[config.mk]
export PLATFORM = sky130hd
export DESIGN_NAME = dcs_front
export DESIGN_NICKNAME = d
export VERILOG_FILES = /design/src/design/distance_constraint_solver_unit_assert.svh /design/src/design/dcs_pkg.sv /design/src/design/dcs_front.sv
export SDC_FILE = /design/constraint.sdc
export NUM_CORES = 1
export LEC_CHECK = 0
export ABC_AREA = 1
export BUFFER_PORTS_ARGS = -buffer_cell sky130_fd_sc_hd__clkbuf_2
export CAP_MARGIN = 20
export CORE_AREA = 2 2 165 167
export DETAILED_ROUTE_END_ITERATION = 16
export DIE_AREA = 0 0 167 169
export PLACE_DENSITY_LB_ADDON = 0.25
export RECOVER_POWER = 50
export REMOVE_ABC_BUFFERS = 1
export SYNTH_ARGS = -nofsm -noshare
export SYNTH_HDL_FRONTEND = slang
export SYNTH_SLANG_ARGS = --single-unit
export TNS_END_PERCENT = 30
[constraint.sdc]
create_clock -name vclk -period 2.3
set_clock_uncertainty 0.1 [all_clocks]
set_input_delay 0.115 -clock vclk [all_inputs]
set_output_delay 0.115 -clock vclk [all_outputs]
set_load 0.01 [all_outputs]
[src/design/distance_constraint_solver_unit_assert.svh]
// assertion macros for the distance constraint solver
`ifndef DISTANCE_CONSTRAINT_SOLVER_UNIT_ASSERT_SVH
`define DISTANCE_CONSTRAINT_SOLVER_UNIT_ASSERT_SVH
`ifndef NO_ASSERTIONS
`define DCS_ASSERT_IMP(label, clk, rst, ante, cons) \
   label: assert property (@(posedge clk) disable iff (rst) (ante) |-> (cons)) \
      else $error("dcs check failed");
`define DCS_ASSERT_NEXT(label, clk, rst, ante, cons) \
   label: assert property (@(posedge clk) disable iff (rst) (ante) |=> (cons)) \
      else $error("dcs check failed");
`else
`define DCS_ASSERT_IMP(label, clk, rst, ante, cons)
`define DCS_ASSERT_NEXT(label, clk, rst, ante, cons)
`endif
`endif

[src/design/dcs_pkg.sv]
// shared types and constants of the distance constraint solver
package dcs_pkg;
   localparam int FRAC_BITS = 16;
   localparam int STIFF_BITS = 16;
   localparam int SHARE_BITS = 24;
   localparam int MIN_DIST = ((1 << FRAC_BITS) + 500) / 1000;
   localparam int QUEUE_DEPTH_DEF = 4;
   localparam int REQ_W = 256;
   localparam int RSP_W = 248;
   localparam int DIV_DIR_STEPS = FRAC_BITS + 1;
   localparam int DIV_SHARE_STEPS = SHARE_BITS + 1;
   localparam logic [16:0] STIFF_ONE = 17'd65536;

   typedef enum logic [1:0] {
      CSR_TARGET,
      CSR_STIFF,
      CSR_ENABLE
   } csr_index_type;

   typedef struct packed {
      logic [30:0] target;
      logic [16:0] stiff;
      logic        enable;
   } cfg_type;

   typedef struct packed {
      logic               en;
      logic signed [32:0] dx;
      logic signed [32:0] dy;
      logic signed [32:0] dz;
      logic [31:0]        ma;
      logic [31:0]        mb;
   } item_type;
endpackage

[src/design/dcs_front.sv]
// front: accepts items, forms the separation and tags disabled items
module dcs_front (
   input  logic                       req_tvalid,
   output logic                       req_tready,
   input  logic [dcs_pkg::REQ_W-1:0]  req_tdata,
   input  logic                       enable,
   output logic                       push,
   input  logic                       full,
   output dcs_pkg::item_type          item
);
   import dcs_pkg::*;

   function automatic logic signed [32:0] sub33(input logic [31:0] b, input logic [31:0] a);
      sub33 = $signed({b[31], b}) - $signed({a[31], a});
   endfunction

   assign req_tready = !full;
   assign push       = req_tvalid;

   always_comb begin
      item.en = enable;
      item.dx = sub33(req_tdata[127:96], req_tdata[31:0]);
      item.dy = sub33(req_tdata[159:128], req_tdata[63:32]);
      item.dz = sub33(req_tdata[191:160], req_tdata[95:64]);
      item.ma = req_tdata[223:192];
      item.mb = req_tdata[255:224];
   end
endmodule

# Yosys cells after proc, flatten, opt, wreduce, memory -nomap -nowiden

Cells that the tools add are included.

Flip-flop bits (word level): 0
Bits of input ports: 259
Word-level logic and storage cells: 4

Add/subtract/negate cells: 3
Reduce and logical (&&, ||, !) cells: 1

Operators with widths:

| cell            | number |
|---|---|
| $sub 32x32->33  | 3 |
| $logic_not 1->1 | 1 |

# Longest topological paths before layout

Word-level depth: 1
Gate-level depth with buffers: 14
Mapped depth without buffers: 14

# Worst setup path after synthesis

No wires, ideal clock.

Kind: input port to output port
Start point: in req_tdata[160] in the netlist's numbering
End point: out item[96] in the netlist's numbering
Data arrival time: 1.461 ns
Data required time: 2.085 ns
Slack: 0.624 ns
Cell stages on the path: 14
Cells stage by stage: inv_1 -> ha_1 -> fa_1 -> inv_1 -> nand2_1 -> nand2_1 -> nand3_1 -> nand2_1 -> nand2_1 -> nand2_2 -> nand2_1 -> nand2_1 -> nand2_1 -> nand2_1

RTL lines:

| what               | RTL line       | RTL |
|---|---|---|
| start: declaration | dcs_front.sv:5 | `input logic [dcs_pkg::REQ_W-1:0] req_tdata,` |
| end: declaration   | dcs_front.sv:9 | `output dcs_pkg::item_type item` |

==> summary.md <==
| Metric | Value |
|---|---|
| Worst hold-check path type | input port to output pin |
| Top cells by area, synth | nand2_1 34%, inv_1 22%, ha_1 15%, buf_4 6.1%, nor2_1 5.7% |
| 1st-iter DRT viols | about 550 |
| Post-Route WL | ~29 mm |
| Worst endpoint required time | ~2.1 ns |
| Max FO, Critical Path | 3 |
| WL met1 | 13.9 mm |
| Placed Instances | around 2.3k |
| Die H | ~170 um |
| Family with the most delay on the worst path | simple AND/OR/NAND/NOR gates |
| Die area | 28200 um^2 |
| HP Start | req_tdata[252] |
| Fin. Hold Viols | 0 |
| FP Rows | 60 |
| Final period util | 91.0% |
| Cells after Synth | 1742 |
| Area delta synth->final | 16.7% |
| Syn avg cell area | 4.72 um^2 |
| Worst Setup Slack, final | 0.206 ns |
| First-pass GRT wire length | 45.7 mm |
| N_diodes | 0 |
| Post-synthesis sequential area ratio | 0% |
| Vias in the first global route | approximately 9.3k |
| Buffers on Ports | ~290 |
| Area occupied by multi-input gates | 5930 um^2 |
| Core Box Area | 26500 um^2 |
| CP startpoint kind | input port |
| YS warnings | 0 |
| Crit-path slowest cell | fa_1 |
| Number of detailed-route iterations in the first pass | 5 |
| Setup WS pre-CTS | 0.146 ns |
| Synth area leader | nand2_1 |
| Critical Path AT | around 1.9 ns |
| Setup repair after global routing missed its margin | false |
| Slew Viols, Final | 0 |
| Initial antenna violation count | 0 |
| Final min period | 2.09 ns |
| Vias | between 10k and 15k |
| Seq cells | 0 |
| Pwr dens | 272 nW/um^2 |
| # clk buffers | 0 |
| Total negative slack | 0 ns |
| Pin count of the biggest net entering global routing | 8 |
| CP Capture Type | output pin |
| Worst Path Class, Setup | input port to output pin |
| Tightest slew margin relative to the limit | 78.8% |
| CP cell instances | clkbuf_2 > inv_1 > ha_1 > fa_1 > inv_1 > nand2_1 > nand2_1 > nand3_1 > nand2_1 > nand2_1 > nand2_2 > nand2_1 > nand2_1 > nand2_1 > nand2_1 > clkbuf_2 |
| Synth top area share | between 30% and 40% |
| Post-Synthesis Cell Area | 8220 um^2 |
| Leakage | 7.23 nW |
| GRT Total Usage | 19.8% |
| Grt ovf | 0 |
| CP bufs+invs | 4 |
| Maximum vdd drop | 0.000132 V |
| Drt wl/cell | 12.7 um |
| Final HPWL DP | 26.8 mm |
| Die W | 167 um |
| Final Net Count | 2328 |
| WL met2 | 11.6 mm |
| Setup violators final | 0 |
| ANT nets after route | 0 |
| DRC | 0 |
| Uppermost layer routed | met5 |
| Cell Count, Final, Fillers Out | between 2k and 2.5k |
| Postcts setup bufs | 0 |
| Initial Util | 31.0% |
| Fmax | 478 MHz |
| Slowest cell delay on critical path | 0.41 ns |
| Status | complete, no violations |
| GPL Wtd Cong | 0.904 |
| Number of vias per cell | 4.38 |
| Max-cap violations | 0 |
| Share of layout cells above drive strength 1 | 15.3% |
| Most common cell after layout, fill and taps aside | nand2_1 |
| Routed wl met3 | 3.59 mm |
| Fill cell count | ~3.1k |
| Commonest cells after routing, fill and taps aside | 747 x nand2_1, 477 x inv_1, 278 x clkbuf_2 |
| Worst hold endpoint | item[28] |
| Yosys cell types | 20 |
| # IOs | 425 |
| Worst Tran Pin Value | 0.316 ns |
| Register Area | 0 um^2 |
| Crit path top cell by count | nand2_1 |
| Hold depth | 0 |
## layout make-up
cell class                      count  share of cell area [%]
Timing Repair Buffer              293                    15.1
Tap cell                          341                    4.45
Multi-Input combinational cell   1198                    61.8
Inverter                          477                    18.7
## cells by family after synthesis
kind of cell	Yosys count	share of synthesized area [%]
xor+xnor	45	4.80
simple gates	987	47.6
fa+ha+maj	99	15.3
compound gates	67	4.31
buf+inv	544	27.9
## how the worst max path moves through the flow
stage,startpoint,to,depth (start not counted)
global route,req_tdata[96],item[162],16
CTS,req_tdata[96],item[162],16
finish,req_tdata[160],item[96],16
detailed placement,req_tdata[96],item[162],16
global placement,req_tdata[96],item[158],16
floorplan,req_tdata[160],item[96],14
## synth_stat cells (12+ instances only)
cell type,count
xor2_1,39
ha_1,96
buf_4,67
inv_1,477
nand3_1,67
nand2_1,748
nor2_1,124
nand2_2,16
a21oi_1,60
nand4_1,12
## metrics by stage
step	hold WS [ns]	instance area (um^2)	total power [mW]	util [%]
2_1_floorplan	0.130	7720	1.69	-
3_3_place_gp	0.130	9610	2.62	36.3
3_5_place_dp	0.130	9610	2.62	36.3
4_1_cts	0.130	9610	2.64	36.3
5_1_grt	0.130	9590	2.96	36.2
6_report	0.130	9590	2.61	36.2
## repair_timing
item                                    in CTS  in global routing
endpoints found under the setup margin       0                  5
resized for setup                            0                  1
endpoints found under the hold margin        0                  0
hold buffers                                 0                  0
## power by group
part           internal (mW)  switching (mW)
combinational          0.981            1.63
sequential                 0               0
clock                      0               0
## metal layers
layer / up-vias / global-route usage [%]
met5: - / 5.39
met4: 4 / 1.27
met3: 20 / 8.63
met2: 423 / 30.0
met1: 4237 / 26.7
li1: 5435 / -
(Power assumes the default switching activity.)
