<file path="config.mk">
export PLATFORM = sky130hd
export DESIGN_NAME = dcs_fifo
export DESIGN_NICKNAME = d
export VERILOG_FILES = /design/src/design/distance_constraint_solver_unit_assert.svh /design/src/design/dcs_pkg.sv /design/src/design/dcs_fifo.sv
export SDC_FILE = /design/constraint.sdc
export NUM_CORES = 1
export LEC_CHECK = 0
export BUFFER_PORTS_ARGS = -buffer_cell sky130_fd_sc_hd__buf_4
export CORE_ASPECT_RATIO = 2
export CORE_MARGIN = 2
export CORE_UTILIZATION = 61
export CTS_CLUSTER_SIZE = 14
export DETAILED_ROUTE_END_ITERATION = 12
export PLACE_DENSITY_LB_ADDON = 0.05
export SYNTH_ARGS = -nofsm -noshare
export SYNTH_HDL_FRONTEND = slang
export SYNTH_SLANG_ARGS = --single-unit
</file>
<file path="constraint.sdc">
create_clock -name clock -period 7.75 [get_ports clock]
set_clock_uncertainty 0.1 [all_clocks]
set_input_delay 0.3875 -clock clock [delete_from_list [all_inputs] [get_ports clock]]
set_output_delay 0.3875 -clock clock [all_outputs]
set_load 0.005 [all_outputs]
</file>
<file path="src/design/distance_constraint_solver_unit_assert.svh">
// assertion macros for the distance constraint solver
`ifndef DISTANCE_CONSTRAINT_SOLVER_UNIT_ASSERT_SVH
`define DISTANCE_CONSTRAINT_SOLVER_UNIT_ASSERT_SVH
`ifndef NO_ASSERTIONS
`define DCS_ASSERT_IMP(label, clk, rst, ante, cons) \
   label: assert property (@(posedge clk) disable iff (rst) (ante) |-> (cons)) \
      else $error("dcs check failed");
`define DCS_ASSERT_NEXT(label, clk, rst, ante, cons) \
   label: assert property (@(posedge clk) disable iff (rst) (ante) |=> (cons)) \
      else $error("dcs check failed");
`else
`define DCS_ASSERT_IMP(label, clk, rst, ante, cons)
`define DCS_ASSERT_NEXT(label, clk, rst, ante, cons)
`endif
`endif

</file>
<file path="src/design/dcs_pkg.sv">
// shared types and constants of the distance constraint solver
package dcs_pkg;
   localparam int FRAC_BITS = 16;
   localparam int STIFF_BITS = 16;
   localparam int SHARE_BITS = 24;
   localparam int MIN_DIST = ((1 << FRAC_BITS) + 500) / 1000;
   localparam int QUEUE_DEPTH_DEF = 4;
   localparam int REQ_W = 256;
   localparam int RSP_W = 248;
   localparam int DIV_DIR_STEPS = FRAC_BITS + 1;
   localparam int DIV_SHARE_STEPS = SHARE_BITS + 1;
   localparam logic [16:0] STIFF_ONE = 17'd65536;

   typedef enum logic [1:0] {
      CSR_TARGET,
      CSR_STIFF,
      CSR_ENABLE
   } csr_index_type;

   typedef struct packed {
      logic [30:0] target;
      logic [16:0] stiff;
      logic        enable;
   } cfg_type;

   typedef struct packed {
      logic               en;
      logic signed [32:0] dx;
      logic signed [32:0] dy;
      logic signed [32:0] dz;
      logic [31:0]        ma;
      logic [31:0]        mb;
   } item_type;
endpackage

</file>
<file path="src/design/dcs_fifo.sv">
// short item queue between the front and the back
module dcs_fifo #(
   parameter int DEPTH = 4
) (
   input  logic              clock,
   input  logic              reset,
   input  dcs_pkg::item_type wr_item,
   input  logic              push,
   output logic              full,
   input  logic              pop,
   output dcs_pkg::item_type rd_item,
   output logic              rd_valid
);
   import dcs_pkg::*;
   localparam int PW = (DEPTH > 1) ? $clog2(DEPTH) : 1;
   localparam int CW = $clog2(DEPTH + 1);

   item_type        mem_ff [DEPTH];
   logic [PW-1:0]   wptr_ff, rptr_ff;
   logic [CW-1:0]   count_ff, count_in;
   logic            do_push, do_pop;

   assign full     = (count_ff == CW'(DEPTH));
   assign rd_valid = (count_ff != '0);
   assign rd_item  = mem_ff[rptr_ff];
   assign do_push  = push && !full;
   assign do_pop   = pop && rd_valid;

   always_comb begin
      count_in = count_ff;
      if (do_push && !do_pop) begin
         count_in = count_ff + 1'b1;
      end else if (!do_push && do_pop) begin
         count_in = count_ff - 1'b1;
      end
   end

   always_ff @(posedge clock) begin
      if (reset) begin
         wptr_ff  <= '0;
         rptr_ff  <= '0;
         count_ff <= '0;
      end else begin
         count_ff <= count_in;
         if (do_push) begin
            wptr_ff <= (wptr_ff == PW'(DEPTH - 1)) ? '0 : wptr_ff + 1'b1;
         end
         if (do_pop) begin
            rptr_ff <= (rptr_ff == PW'(DEPTH - 1)) ? '0 : rptr_ff + 1'b1;
         end
      end
   end

   always_ff @(posedge clock) begin
      if (do_push) begin
         mem_ff[wptr_ff] <= wr_item;
      end
   end
endmodule

</file>
# ---- Word-level counts from Yosys, hierarchy flattened
# Memory sizes are Yosys's and may differ from the RTL's. A register that Yosys moved wholly into a read port is not among the register bits.
# Index checks and enable logic that the tools add are counted.
# W data, S select, Z words.
dict set report word_totals {
  ram_bits 656
  n_memories 1
  inputBits 168
  elab_cells 28
  output_inout_bits 166
  reg_bits 7
}
dict set report op_classes {
  add_sub_neg 4
  muxes 8
  reduce_logical 9
  eq_ne 3
}
# name depth word_bits rd rd_clocked_by_memory_dff write_ports line
set memory_table {}
lappend memory_table {mem_ff 4 164 1 1 1 dcs_fifo.sv:18} ;# item_type mem_ff [DEPTH];
# op count
set ops {}
lappend ops {{$mux W2} 4}
lappend ops {{$mux W3} 2}
lappend ops {{$add A2 B1 Y2 const B} 2}
lappend ops {{$eq A2 B2 Y1 const B} 2}
lappend ops {{$logic_and A1 B1 Y1} 4}
lappend ops {{$add A3 B1 Y3 const B} 1}
lappend ops {{$eq A3 B3 Y1 const B} 1}
lappend ops {{$logic_not A1 Y1} 3}
lappend ops {{$reduce_bool A3 Y1} 1}
lappend ops {{$sub A3 B1 Y3 const B} 1}
lappend ops {{$mux W1} 2}
lappend ops {{$reduce_bool A2 Y1} 1}

# ---- Longest topological paths before layout
dict set report depth {
  ltp_word 7
  mapped_depth 10
  ltp_nobuf 9
}

# ---- Worst setup path after synthesis
# No wires, ideal clock.
dict set report synth_path {
  path_type {register to register}
  startpoint {register count_ff[0]}
  endpoint {memory mem_ff[0][0] (netlist bit), enable pin}
  path_stages_with_launch 4
  setup_time_ps 545
  required_time_ps 7105
  period_less_slack_ps 5117
  arrival_ps 4472
  n_path_buf 1
  setup_slack_ps 2633
  path_cell_list {dfxtp_1 or3b_1 buf_2 and3_1}
}
dict set report synth_via {
  elab_chain_len 5
}
# element line
set synth_lines {}
lappend synth_lines {{from (decl)} dcs_fifo.sv:20} ;# logic [CW-1:0] count_ff, count_in;
lappend synth_lines {{from (signal assigned)} dcs_fifo.sv:44} ;# count_ff <= count_in;
lappend synth_lines {{$eq A3 B3 Y1} dcs_fifo.sv:23} ;# assign full = (count_ff == CW'(DEPTH));
lappend synth_lines {{$logic_not A1 Y1} dcs_fifo.sv:26} ;# assign do_push = push && !full;
lappend synth_lines {{$logic_and A1 B1 Y1} dcs_fifo.sv:26}
lappend synth_lines {{$mux W1} dcs_fifo.sv:55} ;# if (do_push) begin
lappend synth_lines {{$mux W1 (not written as such)} dcs_fifo.sv:56} ;# mem_ff[wptr_ff] <= wr_item;
lappend synth_lines {{to (decl)} dcs_fifo.sv:18}
# Every way passes these cells.

==> results.md <==
* RD Place Congestion at 0.705
* DIE AREA at 41200 um2
* Detailed-route wire length at 46600 um
* Number of clock sinks at 665
* Data arrival time of the worst path at 3.28 ns
* Transition time at the pin with the least slew margin at 1.03 ns
* Top post-synthesis cells by area: edfxtp_1 82%, mux4_2 15%, dfxtp_1 0.75%
* Area used by multi-input combinational logic at 3980 um2
* Fillcell total at 2112
* Period minus WS final at 3.77 ns
* Critical path destination: rd_item[29]
* Half-perimeter wire length of the detailed placement result at 26700 um
* Post-synthesis sequential area ratio at 82.5%
* Gates resized, CTS repair at 0
* Proportion of netlist area held by the largest area contributor at 81.7%
* DRT antenna net count at 0
* Worst R2R Path Depth at 3
* TritonCTS clock tree: done
* Overall power consumption at 8.92 mW
* CTS max path bufs at 3
* Data required time of the worst path at 7.26 ns
* Async SR Flop Fraction at 0%
* Normalized max-slew margin at 31.2%
* Average vias per placed instance at 5.67
* Net count after synthesis at 1081
* Detailed-route via count at 11.3k
* Clock latency on the worst-skew pair at 0.57 ns
* Peak ir drop on the vdd network at 0.314 mV
* Antenna violations before repair at 3
* Critical Path Sink Type: output pin
* Number of remaining DRC errors at 0
* Setup fix buffers added after clock tree synthesis at 0
* Outcome: completed
* Clock input transition at the sequential cells of the worst setup and hold paths at 0.06 ns
* WL/cell at 23.4 um
* Ys flop type: edfxtp_1
* Number of standard cells after synthesis at 906
* Final Net Count at 1609
* Setup violators final at 0
* Residual overflow from global routing at 0
* Number of warnings reported in the yosys synthesis log at 0
* Pin count of the biggest net entering global routing at 118
* Setup repair after global routing missed its margin: false
* Hold WS at 0.132 ns
* Register-to-register path setup slack at 4.81 ns
* Reg-to-reg endpoint: mem_ff[1][28]$_DFFE_PP_
* Number of H-tree levels at 2
* Area after DPL at 27100 um2
* I/O pins at 334
* Number of hold violations in the final report at 0
* Yosys top cell by area: edfxtp_1
* WS Path Type: register to output pin
* Worst hold-check path type: input pin to register
* Detailed Routing Iterations Pass 1 at 4
* Startpoint of the worst-slack reg-to-reg timing path: count_ff[0]$_SDFFE_PP0P_
* CORE AREA at 39200 um2
* Max-slew violations at 0
* Most frequent cell after synthesis: edfxtp_1
* Root buffer cell: clkbuf_16
* Number of buffer cells added on primary ports at 333
* Average footprint of a synthesized cell at 26.6 um2
* Clock buffers created by TritonCTS at 54
* Reported leakage power at 10.2 nW
* Share of post-route cells with drive strength above 1 at 39.2%
* Crit-path max FO at 117
* Startpoint type of the worst setup path: register
* Post-route cell area at 30400 um2
* Highest clock frequency the design can meet at 0.265 GHz
* Areal power density over the cells at 294 nW/um2
* Synthesized flop and latch total at 665
* First-pass GRT wire length at 70800 um
* Seq. cell area at 19900 um2
* Die W at 145 um
* Top post-synthesis cells by count: 656 x edfxtp_1, 164 x mux4_2, 18 x buf_2, 11 x buf_4, 9 x dfxtp_1
* Number of max-cap violations at 0
* Area growth from synthesis to layout at 25.9%
* Total of hold buffers inserted after clock tree synthesis at 166
* Global router's overall resource usage at 23.2%
* Drt initial violations at 642
* Number of rows in the core area at 103
* Count of non-filler cells in the finished layout at 1993
* DIE HEIGHT at 285 um
* Vias in the first global route at 12.5k
* Post-route setup TNS at 0 ns
* Cell area after technology mapping at 24100 um2
* Placed cells at 1737
* Number of enable flip-flop cells after synthesis at 656
* Initial Util at 61.5%
* Share of the cycle needed by the critical path after routing at 48.7%
* Netlist cell types at 24
[per-stage QoR]
stage               util [%]  setup slack, ns
floorplan                  -             2.63
global placement        69.3             4.41
detailed placement      69.3             4.42
CTS                     77.5             3.81
global route            77.5             3.63
finish                  77.5             3.98
[kinds of logic (layout without fill, tap and decap cells)]
| logic type | Yosys count | in the layout | share of synthesized area (%) |
|---|---|---|---|
| and+or+nand+nor | 16 | 16 | 0.358 |
| xor gates and xnor gates | 2 | 2 | 0.0727 |
| other | 0 | 2 | 0 |
| adders and majority gates | 7 | 7 | 0.394 |
| AOI/OAI and AO/OA | 7 | 7 | 0.187 |
| DFF | 665 | 665 | 82.5 |
| muxes | 166 | 166 | 15.4 |
| buffers and inverters | 43 | 603 | 1.12 |
[report_power, final]
group	internal (mW)	switching (mW)	total, mW
Clock	1.35	1.12	2.47
Sequential	4.35	0.153	4.51
Combinational	1.10	0.841	1.94
Total	6.80	2.12	8.92
[layout by cell type, fill, tap and decap left out, types with 2 or more instances in the layout]
| master | synthesis | routed |
|---|---|---|
| clkinv_1 | 0 | 5 |
| dlygate4sd3_1 | 0 | 166 |
| dfxtp_1 | 9 | 7 |
| and3_4 | 0 | 4 |
| buf_4 | 11 | 343 |
| mux2i_1 | 2 | 2 |
| a21oi_1 | 3 | 3 |
| dfxtp_4 | 0 | 2 |
| xor2_1 | 2 | 2 |
| o21ai_0 | 2 | 2 |
| edfxtp_1 | 656 | 656 |
| diode_2 | 0 | 2 |
| clkbuf_1 | 3 | 24 |
| nand3_1 | 2 | 2 |
| clkbuf_16 | 0 | 57 |
| inv_1 | 4 | 4 |
| mux4_2 | 164 | 164 |
| nor2_1 | 4 | 4 |
| ha_1 | 6 | 6 |
| or3_1 | 3 | 3 |
[state kept, by name, summed over array words and instances (netlist names), named ones only]
register / cells
count_ff: 3
mem_ff: 656
rptr_ff: 2
wptr_ff: 2
[per-layer routing]
layer / track usage (%) / wire (um) / up-vias
li1: - / - / 4961
met4: 7.35 / 1300 / 4
met3: 6.05 / 3410 / 78
met5: 0 / 24 / -
met1: 28.3 / 16900 / 5903
met2: 40.5 / 25000 / 358
[critical path: stages, from the launching register on]
cell and delay, ns:
dfxtp_4 1.00, buf_12 0.73, mux4_2 0.64, buf_4 0.17
[final cells by class]
class                   instances  share of cell area [%]
multi-input cells             198                    13.1
inverters                       5                  0.0618
well taps                     525                    2.16
clock inverters                 6                  0.0783
repair buffers                510                    14.0
flip-flops and latches        665                    65.5
clock buffers                  82                    5.04
diodes                          2                  0.0165
[worst min path at each step]
| stage | startpoint | endpoint | slack (ns) | depth (start not counted) |
|---|---|---|---|---|
| 6_report | pop | register | 0.13 | 4 |
| 5_1_grt | pop | register | 0.14 | 4 |
| 4_1_cts | pop | register | 0.10 | 4 |
| 3_5_place_dp | rptr_ff[0]$_SDFFE_PP0P_ | register | 0.38 | 2 |
| 3_3_place_gp | rptr_ff[0]$_SDFFE_PP0P_ | register | 0.36 | 2 |
| 2_1_floorplan | rptr_ff[0]$_SDFFE_PP0P_ | register | 0.36 | 2 |
(Power assumes the default switching activity.)
