## config.mk

```make
export PLATFORM = sky130hd
export DESIGN_NAME = dcs_back
export DESIGN_NICKNAME = d
export VERILOG_FILES = /design/src/design/distance_constraint_solver_unit_assert.svh /design/src/design/dcs_pkg.sv /design/src/design/dcs_div.sv /design/src/design/dcs_back.sv
export SDC_FILE = /design/constraint.sdc
export NUM_CORES = 2
export LEC_CHECK = 0
export BUFFER_PORTS_ARGS = -buffer_cell sky130_fd_sc_hd__buf_4
export CAP_MARGIN = 40
export CORE_ASPECT_RATIO = 1.5
export CORE_MARGIN = 2
export CORE_UTILIZATION = 60
export CTS_BUF_LIST = sky130_fd_sc_hd__clkbuf_8
export CTS_CLUSTER_SIZE = 40
export DETAILED_ROUTE_END_ITERATION = 16
export PLACE_DENSITY = 0.76
export SLEW_MARGIN = 10
export SYNTH_ARGS = -nofsm -noshare
export SYNTH_HDL_FRONTEND = slang
export SYNTH_SLANG_ARGS = --single-unit
export TNS_END_PERCENT = 10
```

## constraint.sdc

```tcl
create_clock -name clock -period 17.2 [get_ports clock]
set_clock_uncertainty 0.05 [all_clocks]
set_input_delay 3.44 -clock clock [delete_from_list [all_inputs] [get_ports clock]]
set_output_delay 3.44 -clock clock [all_outputs]
set_load 0.1 [all_outputs]
```

## src/design/distance_constraint_solver_unit_assert.svh

```systemverilog
// assertion macros for the distance constraint solver
`ifndef DISTANCE_CONSTRAINT_SOLVER_UNIT_ASSERT_SVH
`define DISTANCE_CONSTRAINT_SOLVER_UNIT_ASSERT_SVH
`ifndef NO_ASSERTIONS
`define DCS_ASSERT_IMP(label, clk, rst, ante, cons) \
   label: assert property (@(posedge clk) disable iff (rst) (ante) |-> (cons)) \
      else $error("dcs check failed");
`define DCS_ASSERT_NEXT(label, clk, rst, ante, cons) \
   label: assert property (@(posedge clk) disable iff (rst) (ante) |=> (cons)) \
      else $error("dcs check failed");
`else
`define DCS_ASSERT_IMP(label, clk, rst, ante, cons)
`define DCS_ASSERT_NEXT(label, clk, rst, ante, cons)
`endif
`endif

```

## src/design/dcs_pkg.sv

```systemverilog
// shared types and constants of the distance constraint solver
package dcs_pkg;
   localparam int FRAC_BITS = 16;
   localparam int STIFF_BITS = 16;
   localparam int SHARE_BITS = 24;
   localparam int MIN_DIST = ((1 << FRAC_BITS) + 500) / 1000;
   localparam int QUEUE_DEPTH_DEF = 4;
   localparam int REQ_W = 256;
   localparam int RSP_W = 248;
   localparam int DIV_DIR_STEPS = FRAC_BITS + 1;
   localparam int DIV_SHARE_STEPS = SHARE_BITS + 1;
   localparam logic [16:0] STIFF_ONE = 17'd65536;

   typedef enum logic [1:0] {
      CSR_TARGET,
      CSR_STIFF,
      CSR_ENABLE
   } csr_index_type;

   typedef struct packed {
      logic [30:0] target;
      logic [16:0] stiff;
      logic        enable;
   } cfg_type;

   typedef struct packed {
      logic               en;
      logic signed [32:0] dx;
      logic signed [32:0] dy;
      logic signed [32:0] dz;
      logic [31:0]        ma;
      logic [31:0]        mb;
   } item_type;
endpackage

```

## src/design/dcs_div.sv

```systemverilog
// shared restoring divider, one quotient bit per cycle
module dcs_div (
   input  logic        clock,
   input  logic        reset,
   input  logic        start,
   input  logic [32:0] numer,
   input  logic [33:0] denom,
   input  logic [4:0]  steps,
   output logic        done,
   output logic [24:0] quot
);
   logic [33:0] rem_ff, den_ff;
   logic [34:0] rem_try;
   logic        ge;
   logic        bit_ff, busy_ff, done_ff;
   logic [4:0]  cnt_ff;
   logic [24:0] quot_ff;

   assign rem_try = {rem_ff, bit_ff};
   assign ge      = (rem_try >= {1'b0, den_ff});
   assign done    = done_ff;
   assign quot    = quot_ff;

   always_ff @(posedge clock) begin
      if (reset) begin
         busy_ff <= 1'b0;
         done_ff <= 1'b0;
         cnt_ff  <= '0;
      end else begin
         done_ff <= 1'b0;
         if (start) begin
            busy_ff <= 1'b1;
            cnt_ff  <= steps;
         end else if (busy_ff) begin
            cnt_ff <= cnt_ff - 1'b1;
            if (cnt_ff == 5'd1) begin
               busy_ff <= 1'b0;
               done_ff <= 1'b1;
            end
         end
      end
   end

   always_ff @(posedge clock) begin
      if (start) begin
         rem_ff  <= numer[33-1:1] == '0 ? '0 : 34'(numer >> 1);
         bit_ff  <= numer[0];
         den_ff  <= denom;
         quot_ff <= '0;
      end else if (busy_ff) begin
         rem_ff  <= ge ? 34'(rem_try - {1'b0, den_ff}) : rem_try[33:0];
         bit_ff  <= 1'b0;
         quot_ff <= {quot_ff[23:0], ge};
      end
   end
endmodule

```

## src/design/dcs_back.sv

```systemverilog
// back: squares, square root, divisions and impulse products in sequence
module dcs_back (
   input  logic                      clock,
   input  logic                      reset,
   input  dcs_pkg::item_type         item,
   input  logic                      item_valid,
   output logic                      item_pop,
   input  dcs_pkg::cfg_type          cfg,
   output logic                      rsp_tvalid,
   input  logic                      rsp_tready,
   output logic [dcs_pkg::RSP_W-1:0] rsp_tdata
);
   import dcs_pkg::*;

   typedef enum logic [3:0] {
      S_IDLE, S_SQ_MUL, S_SQ_ACC, S_SQRT, S_CHECK, S_SA_WAIT, S_SB_WAIT,
      S_DIR_START, S_DIR_WAIT, S_M1, S_M2, S_M3, S_M4, S_M5, S_DONE
   } state_type;

   state_type          state_ff;
   logic signed [32:0] d_ff [3];
   logic [31:0]        ma_ff, mb_ff;
   logic [65:0]        acc_ff, acc_in;
   logic [69:0]        rad_ff;
   logic [34:0]        root_ff;
   logic [37:0]        srem_ff, sq_try, sq_trial;
   logic [5:0]         cnt_ff;
   logic signed [34:0] err_ff;
   logic [24:0]        sa_ff, sb_ff;
   logic [16:0]        q_ff;
   logic [34:0]        c2_ff;
   logic [67:0]        prod_ff;
   logic [34:0]        mul_a;
   logic [32:0]        mul_b;
   logic [1:0]         axis_ff;
   logic               app_a_ff, app_b_ff;
   logic signed [34:0] imp_a_ff [3], imp_b_ff [3];
   logic               div_start_ff, div_done;
   logic [32:0]        div_num_ff;
   logic [33:0]        div_den_ff;
   logic [4:0]         div_steps_ff;
   logic [24:0]        div_quot;
   logic signed [32:0] cur_d;
   logic [32:0]        cur_mag;
   logic [34:0]        err_mag, c_mag;
   logic [32:0]        tot;
   logic [16:0]        st;
   logic               neg_c;

   dcs_div u_div (
      .clock (clock),
      .reset (reset),
      .start (div_start_ff),
      .numer (div_num_ff),
      .denom (div_den_ff),
      .steps (div_steps_ff),
      .done  (div_done),
      .quot  (div_quot)
   );

   assign cur_d    = d_ff[axis_ff];
   assign cur_mag  = cur_d[32] ? 33'(-cur_d) : 33'(cur_d);
   assign err_mag  = err_ff[34] ? 35'(-err_ff) : 35'(err_ff);
   assign tot      = {1'b0, ma_ff} + {1'b0, mb_ff};
   assign st       = (cfg.stiff > STIFF_ONE) ? STIFF_ONE : cfg.stiff;
   assign neg_c    = cur_d[32] ^ err_ff[34];
   assign acc_in   = acc_ff + 66'(prod_ff[64:0]);
   assign sq_try   = {srem_ff[35:0], rad_ff[69:68]};
   assign sq_trial = {1'b0, root_ff, 2'b01};
   assign c_mag    = prod_ff[SHARE_BITS+34:SHARE_BITS];
   assign item_pop = (state_ff == S_IDLE) && item_valid;
   assign rsp_tvalid = (state_ff == S_DONE);

   always_comb begin
      mul_a = '0;
      mul_b = '0;
      unique case (state_ff)
         S_SQ_MUL: begin
            mul_a = 35'(cur_mag);
            mul_b = cur_mag;
         end
         S_M1: begin
            mul_a = err_mag;
            mul_b = 33'(q_ff);
         end
         S_M2: begin
            mul_a = prod_ff[FRAC_BITS+34:FRAC_BITS];
            mul_b = 33'(st);
         end
         S_M3: begin
            mul_a = prod_ff[STIFF_BITS+34:STIFF_BITS];
            mul_b = 33'(sa_ff);
         end
         S_M4: begin
            mul_a = c2_ff;
            mul_b = 33'(sb_ff);
         end
         default: ;
      endcase
   end

   always_comb begin
      rsp_tdata = '0;
      for (int i = 0; i < 3; i++) begin
         rsp_tdata[35*i +: 35]       = imp_a_ff[i];
         rsp_tdata[35*(i+3) +: 35]   = imp_b_ff[i];
      end
      rsp_tdata[210]     = app_a_ff;
      rsp_tdata[211]     = app_b_ff;
      rsp_tdata[246:212] = err_ff;
   end

   always_ff @(posedge clock) begin
      if (reset) begin
         state_ff     <= S_IDLE;
         err_ff       <= '0;
         div_start_ff <= 1'b0;
         axis_ff      <= '0;
         cnt_ff       <= '0;
      end else begin
         div_start_ff <= 1'b0;
         prod_ff      <= mul_a * mul_b;
         unique case (state_ff)
            S_IDLE: begin
               if (item_valid) begin
                  d_ff[0]  <= item.dx;
                  d_ff[1]  <= item.dy;
                  d_ff[2]  <= item.dz;
                  ma_ff    <= item.ma;
                  mb_ff    <= item.mb;
                  acc_ff   <= '0;
                  axis_ff  <= '0;
                  app_a_ff <= 1'b0;
                  app_b_ff <= 1'b0;
                  for (int i = 0; i < 3; i++) begin
                     imp_a_ff[i] <= '0;
                     imp_b_ff[i] <= '0;
                  end
                  state_ff <= item.en ? S_SQ_MUL : S_DONE;
               end
            end
            S_SQ_MUL: state_ff <= S_SQ_ACC;
            S_SQ_ACC: begin
               acc_ff <= acc_in;
               if (axis_ff == 2'd2) begin
                  axis_ff  <= '0;
                  rad_ff   <= {4'b0, acc_in};
                  root_ff  <= '0;
                  srem_ff  <= '0;
                  cnt_ff   <= 6'd34;
                  state_ff <= S_SQRT;
               end else begin
                  axis_ff  <= axis_ff + 1'b1;
                  state_ff <= S_SQ_MUL;
               end
            end
            S_SQRT: begin
               rad_ff <= {rad_ff[67:0], 2'b00};
               if (sq_try >= sq_trial) begin
                  srem_ff <= sq_try - sq_trial;
                  root_ff <= {root_ff[33:0], 1'b1};
               end else begin
                  srem_ff <= sq_try;
                  root_ff <= {root_ff[33:0], 1'b0};
               end
               cnt_ff <= cnt_ff - 1'b1;
               if (cnt_ff == '0) begin
                  state_ff <= S_CHECK;
               end
            end
            S_CHECK: begin
               err_ff <= $signed(root_ff) - $signed({4'b0, cfg.target});
               if (root_ff >= 35'(MIN_DIST) && tot != '0) begin
                  app_a_ff     <= (ma_ff != '0);
                  app_b_ff     <= (mb_ff != '0);
                  div_start_ff <= 1'b1;
                  div_num_ff   <= {1'b0, mb_ff};
                  div_den_ff   <= {1'b0, tot};
                  div_steps_ff <= 5'(DIV_SHARE_STEPS);
                  state_ff     <= S_SA_WAIT;
               end else begin
                  state_ff <= S_DONE;
               end
            end
            S_SA_WAIT: begin
               if (div_done) begin
                  sa_ff        <= div_quot;
                  div_start_ff <= 1'b1;
                  div_num_ff   <= {1'b0, ma_ff};
                  state_ff     <= S_SB_WAIT;
               end
            end
            S_SB_WAIT: begin
               if (div_done) begin
                  sb_ff    <= div_quot;
                  state_ff <= S_DIR_START;
               end
            end
            S_DIR_START: begin
               div_start_ff <= 1'b1;
               div_num_ff   <= cur_mag;
               div_den_ff   <= root_ff[33:0];
               div_steps_ff <= 5'(DIV_DIR_STEPS);
               state_ff     <= S_DIR_WAIT;
            end
            S_DIR_WAIT: begin
               if (div_done) begin
                  q_ff     <= div_quot[16:0];
                  state_ff <= S_M1;
               end
            end
            S_M1: state_ff <= S_M2;
            S_M2: state_ff <= S_M3;
            S_M3: begin
               c2_ff    <= prod_ff[STIFF_BITS+34:STIFF_BITS];
               state_ff <= S_M4;
            end
            S_M4: begin
               if (app_a_ff) begin
                  imp_a_ff[axis_ff] <= neg_c ? -$signed(c_mag) : $signed(c_mag);
               end
               state_ff <= S_M5;
            end
            S_M5: begin
               if (app_b_ff) begin
                  imp_b_ff[axis_ff] <= neg_c ? $signed(c_mag) : -$signed(c_mag);
               end
               if (axis_ff == 2'd2) begin
                  state_ff <= S_DONE;
               end else begin
                  axis_ff  <= axis_ff + 1'b1;
                  state_ff <= S_DIR_START;
               end
            end
            S_DONE: begin
               if (rsp_tready) begin
                  state_ff <= S_IDLE;
               end
            end
            default: state_ff <= S_IDLE;
         endcase
      end
   end
endmodule

```

# Word level (Yosys, flattened, before mapping)
# Memory sizes are Yosys's and may differ from the RTL's. A register that Yosys moved wholly into a read port is not among the register bits.
# Index checks and enable logic that the tools add are counted.
# Widths: inputs -> output; s select.
[totals]
ff_bits = 661
mem_bits_rw = 309
mem_count = 3
input_bits = 217
output_inout_bits = 250
elab_cells = 188
[mem_list]
columns = ["memory", "depth", "word_bits", "rd", "rd_ports_with_merged_regs", "write_ports", "line_no", "source"]
rows = [
  ["imp_a_ff", 3, 35, 3, 0, 3, "dcs_back.sv:37", "logic signed [34:0] imp_a_ff [3], imp_b_ff [3];"],
  ["imp_b_ff", 3, 35, 3, 0, 3, "dcs_back.sv:37", ""],
  ["d_ff", 3, 33, 1, 1, 3, "dcs_back.sv:21", "logic signed [32:0] d_ff [3];"],
]
[op_classes]
muxes = 81
n_bitwise = 3
n_addsub = 11
eq_ne = 25
n_mul = 1
n_lt_le_gt_ge = 4
n_reduce_logical = 32
[ops]
columns = ["op", "n"]
rows = [
  ["$mux 35", 6],
  ["$pmux 33 s5", 1],
  ["$pmux 35 s4", 1],
  ["$pmux 70 s2", 1],
  ["$mux 34", 4],
  ["$pmux 66 s2", 1],
  ["$mux 33", 3],
  ["$pmux 33 s3", 1],
  ["$mux 36", 2],
  ["$pmux 36 s2", 1],
  ["$mux 70", 1],
  ["$neg 35->35", 2],
  ["$pmux 35 s2", 1],
  ["$reduce_or 35->1", 2],
  ["$pmux 34 s2", 1],
  ["$add 66x65->66", 1],
  ["$mux 66", 1],
  ["$mul 35x33->65", 1],
  ["$reduce_bool 32->1", 2],
  ["$pmux 4 s15", 1],
  ["$ge 38x37->1", 1],
  ["$mux 4", 9],
  ["$sub 36x36->36", 1],
  ["$ge 35x34->1", 1],
  ["43 further kinds", 111],
]

# Longest topological paths before layout
[depth]
ltp_word = 6
depth_mapped = 44
depth_no_buf = 38

# Hierarchy
# Synthesis repeated with hierarchy kept, for this count alone.
[hier_totals]
hier_cells = 8687
area_unflattened_um2 = 84908.9
[modules_own_cells]
columns = ["module", "n_inst", "area_per_inst_um2", "cells_each", "seq_area_each_um2"]
rows = [
  ["dcs_back", 1, 78983.3, 8072, 25534.5],
  ["dcs_div", 1, 5925.7, 615, 2712.6],
]

# Least setup slack after synthesis
# No wires, ideal clock.
[synth_timing]
path_type = "in2reg"
startpoint = "in cfg[4] (netlist name)"
endpoint = "reg prod_ff[61] (data pin)"
path_buffers = 2
t_required_ns = 16.885
setup_ns = 0.265
arrival_time_ns = 11.615
setup_slack_ns = 5.270
cell_stages = 32
path_cell_list = "nor4_1 nand4_1 a211oi_1 clkbuf_1 nand2_1 and3_1 clkbuf_1 nor2_1 fa_1 fa_1 fa_1 inv_1 fa_1 inv_1 fa_1 fa_1 fa_1 inv_1 fa_1 inv_1 ha_1 a21o_1 a21o_1 a32oi_1 nand4_1 a41oi_1 o21ai_0 a31o_2 a21o_1 o221ai_1 o21ai_0 xor2_1"
[synth_between]
elab_chain_cells = 4
[synth_rtl]
columns = ["element", "line_no", "source"]
rows = [
  ["from (decl)", "dcs_back.sv:8", "input dcs_pkg::cfg_type cfg,"],
  ["$gt 17x17->1", "dcs_back.sv:65", "assign st = (cfg.stiff > STIFF_ONE) ? STIFF_ONE : cfg.stiff;"],
  ["$mux 17 *", "dcs_back.sv:65", ""],
  ["$pmux 33 s5 *", "dcs_back.sv:77", "unique case (state_ff)"],
  ["$mul 35x33->65 *", "dcs_back.sv:122", "prod_ff <= mul_a * mul_b;"],
  ["to (signal assigned)", "dcs_back.sv:122", ""],
  ["to (decl)", "dcs_back.sv:32", "logic [67:0] prod_ff;"],
]
# Every way passes the cells marked *; elsewhere a longest branch is shown, timed or not.
# A chain may end at the register's enable or synchronous reset.

# Final worst setup path
[layout_timing]
startpoint = "in cfg[13] (netlist name)"
endpoint = "reg prod_ff[61] (data pin)"
# Same word-level chain as after synthesis.

==> flow_metrics.tcl <==
set metrics [dict create \
    synth-edff-count 886 \
    cts.sinks 968 \
    finalWeightedCongestion 1.01 \
    area_delta_synth_final_pct 11.2 \
    cts_tree "done" \
    maxSlewViolCount 0 \
    start_util_pct 60.5 \
    p_leak_nw 41.8 \
    worst_setup_path_start_kind "input pin" \
    cts_buffers 145 \
    max_slew.worst_pin.slew_ps 997 \
    io_buffers 464 \
    synth_warnings 0 \
    wl_per_cell_um 26.6 \
    synth_top_family_by_area "adder cells" \
    worstPathRequired_ps 17820 \
    grt_pass1_vias 70493 \
    p_per_area_nw_per_um2 165 \
    critPathMostFrequentCell "fa_1" \
    cts_root_buffer "clkbuf_8" \
    crit_buf_inv 9 \
    vias 68580 \
    synth_top_flop_cell "edfxtp_1" \
    post-route-util_pct 67.3 \
    cts_setup_buffers 0 \
    crit_path_max_fanout 21 \
    hold_viol 0 \
    first_pass_iters 10 \
    h-tree-depth 4 \
    fin_crit_sh_pct 74.1 \
    wirelength_mm 296 \
    synth.area.mux_share_pct 1.59 \
    final_cell_mix "inv_1, nor2_1, fa_1" \
    critPathArrivalTime_ps 13360 \
    antenna_left 0 \
    clockBufferDepth 3 \
    track_usage_pct 40.8 \
    cts_resized 0 \
    hp-class "flop to flop" \
    dp_hpwl_mm 225 \
    die_area_um2 146000 \
    synthArstFlopShare_pct 0 \
    setup_viol 0 \
    post-route-min-period_ps 12740 \
    crit_path_top_delay_cell "o21ai_0" \
    die_w_um 312 \
    drc 0 \
    synthAdderAreaFrac_pct 30.6 \
    mostFrequentLayoutCell "inv_1" \
    drtIter0Drc 7052 \
    max_freq_mhz 78.5 \
    grt_pass1_wl_mm 432 \
    placementRows 169 \
    ir_worst_vdd_mv 0.129 \
    grt_overflow 0 \
    clk_pin_slew_ps 60 \
    fin_tns_setup_ps 0 \
    cp-end-kind "flop" \
    status "completed" \
    synth_xor_area_share_pct 3.69 \
    ctsHoldBuffers 0 \
    drive_gt1_share_pct 11.1 \
    rsz0062_at_grt "no" \
    synth_area_per_cell_um2 9.84 \
    synthesis.area_um2 85600 \
    grt_max_degree 71 \
    ys_ff_latch 968 \
    finalNonFillerCells 11123 \
    worst_path_largest_cell_delay_ps 720 \
    core_region_area_um2 141000 \
    io-pin-count 467 \
    synth_cell_types 94 \
    nNetsFinal 10812 \
    cp_top_family "adder cells" \
    path_class "input pin to flop" \
    antenna_found_initial 19 \
    clk_latency_ps 950 \
    die_h_um 467 \
    synth-compound-area-share_pct 9.79 \
    synthSimpleGateAreaFrac_pct 13.8 \
    relSlewSlack_pct 33.3 \
    dpl.cell_count 10843 \
    cap_violations 0 \
    seq_area_frac_synth_pct 33.0 \
    routed_via_density 6.17 \
    syn_inst 8694 \
]
[metal layers]
metal	vias up	share of wire, %	GRT usage (%)
met3	1466	10	10.7
li1	29398	-	-
met4	12	11	37.6
met5	-	0.036	0
met1	33620	31	42.7
met2	4084	48	67.2
[cells in the mapped netlist (all sizes together), types with 14 or more instances]
cell	count	share of area (%)
and3	64	0.47
a211oi	55	0.48
or4	16	0.15
a21oi	309	1.8
buf	50	0.29
o211ai	32	0.28
a221oi	16	0.17
nor2b	51	0.37
nand4	54	0.39
a21o	150	1.3
and2	33	0.24
nor4	56	0.42
inv	1289	5.7
nor3	62	0.39
nor2	1215	5.3
mux2i	121	1.4
o21ai	333	1.9
dfxtp	82	1.9
edfxtp	886	31
a21boi	14	0.12
clkbuf	374	1.6
nand3	94	0.55
o21bai	33	0.29
fa	1022	24
a222oi	17	0.20
o21a	34	0.30
or2	45	0.33
a22oi	65	0.57
o211a	16	0.19
nand2	921	4.0
o31ai	34	0.30
xnor2	194	2.0
ha	455	6.7
nand2b	59	0.43
a31oi	46	0.34
or3	42	0.33
xor2	164	1.7
[final timing paths]
kind | start | endpoint | slack (ps) | depth (start not counted)
setup / recovery | cfg[13] | prod_ff[61] | 4460 | 35
hold / removal | div_den_ff[6] | u_div.den_ff[6] | 360 | 0
setup reg to reg | flop | prod_ff[61] | 4480 | 39
hold reg to reg | div_den_ff[6] | u_div.den_ff[6] | 360 | 0
[metrics by stage]
step	hold slack (ps)	power (mW)	area [µm²]	setup WS, ps
finish	359	15.7	95200	4460
global route	362	16.4	95100	4100
CTS	347	15.4	95000	4740
detailed placement	355	13.3	91900	3810
global placement	351	13.0	91400	3330
floorplan	350	9.62	85700	5270
[area by class of cell]
cell class,count,area (µm²)
clock buffer,155,2130
antenna,12,30.0
inverter,1290,4850
tap,1881,2350
sequential,968,28300
clock inverter,104,943
timing repair buffer,673,5380
multi-input combinational,6040,51200
fill,11103,46300
[cell families (layout without fill, tap and decap cells)]
logic type | after synthesis | count (layout)
XOR/XNOR | 358 | 358
multiplexers | 134 | 134
flip-flops | 968 | 968
AND/OR/NAND/NOR | 2744 | 2744
other | 2 | 42
AO/OA/AOI/OAI | 1297 | 1297
adder cells (fa/ha/maj) | 1477 | 1477
buffers and inverters | 1714 | 2222
[report_power, final]
| group | internal (mW) | total (mW) | switching (mW) |
|---|---|---|---|
| clock network | 1.02 | 2.04 | 1.02 |
| logic | 3.10 | 10.1 | 7.02 |
| registers | 3.19 | 3.53 | 0.340 |
[sequential cells by signal, summed over array words and instances (netlist names), 33 cells and up, named ones only]
register      count
root_ff          35
err_ff           35
srem_ff          36
div_den_ff       34
imp_a_ff        105
u_div.rem_ff     34
acc_ff           66
rad_ff           70
div_num_ff       33
u_div.den_ff     34
d_ff             99
imp_b_ff        105
c2_ff            35
prod_ff          65
Note: power is estimated with default switching activity, not from simulation.
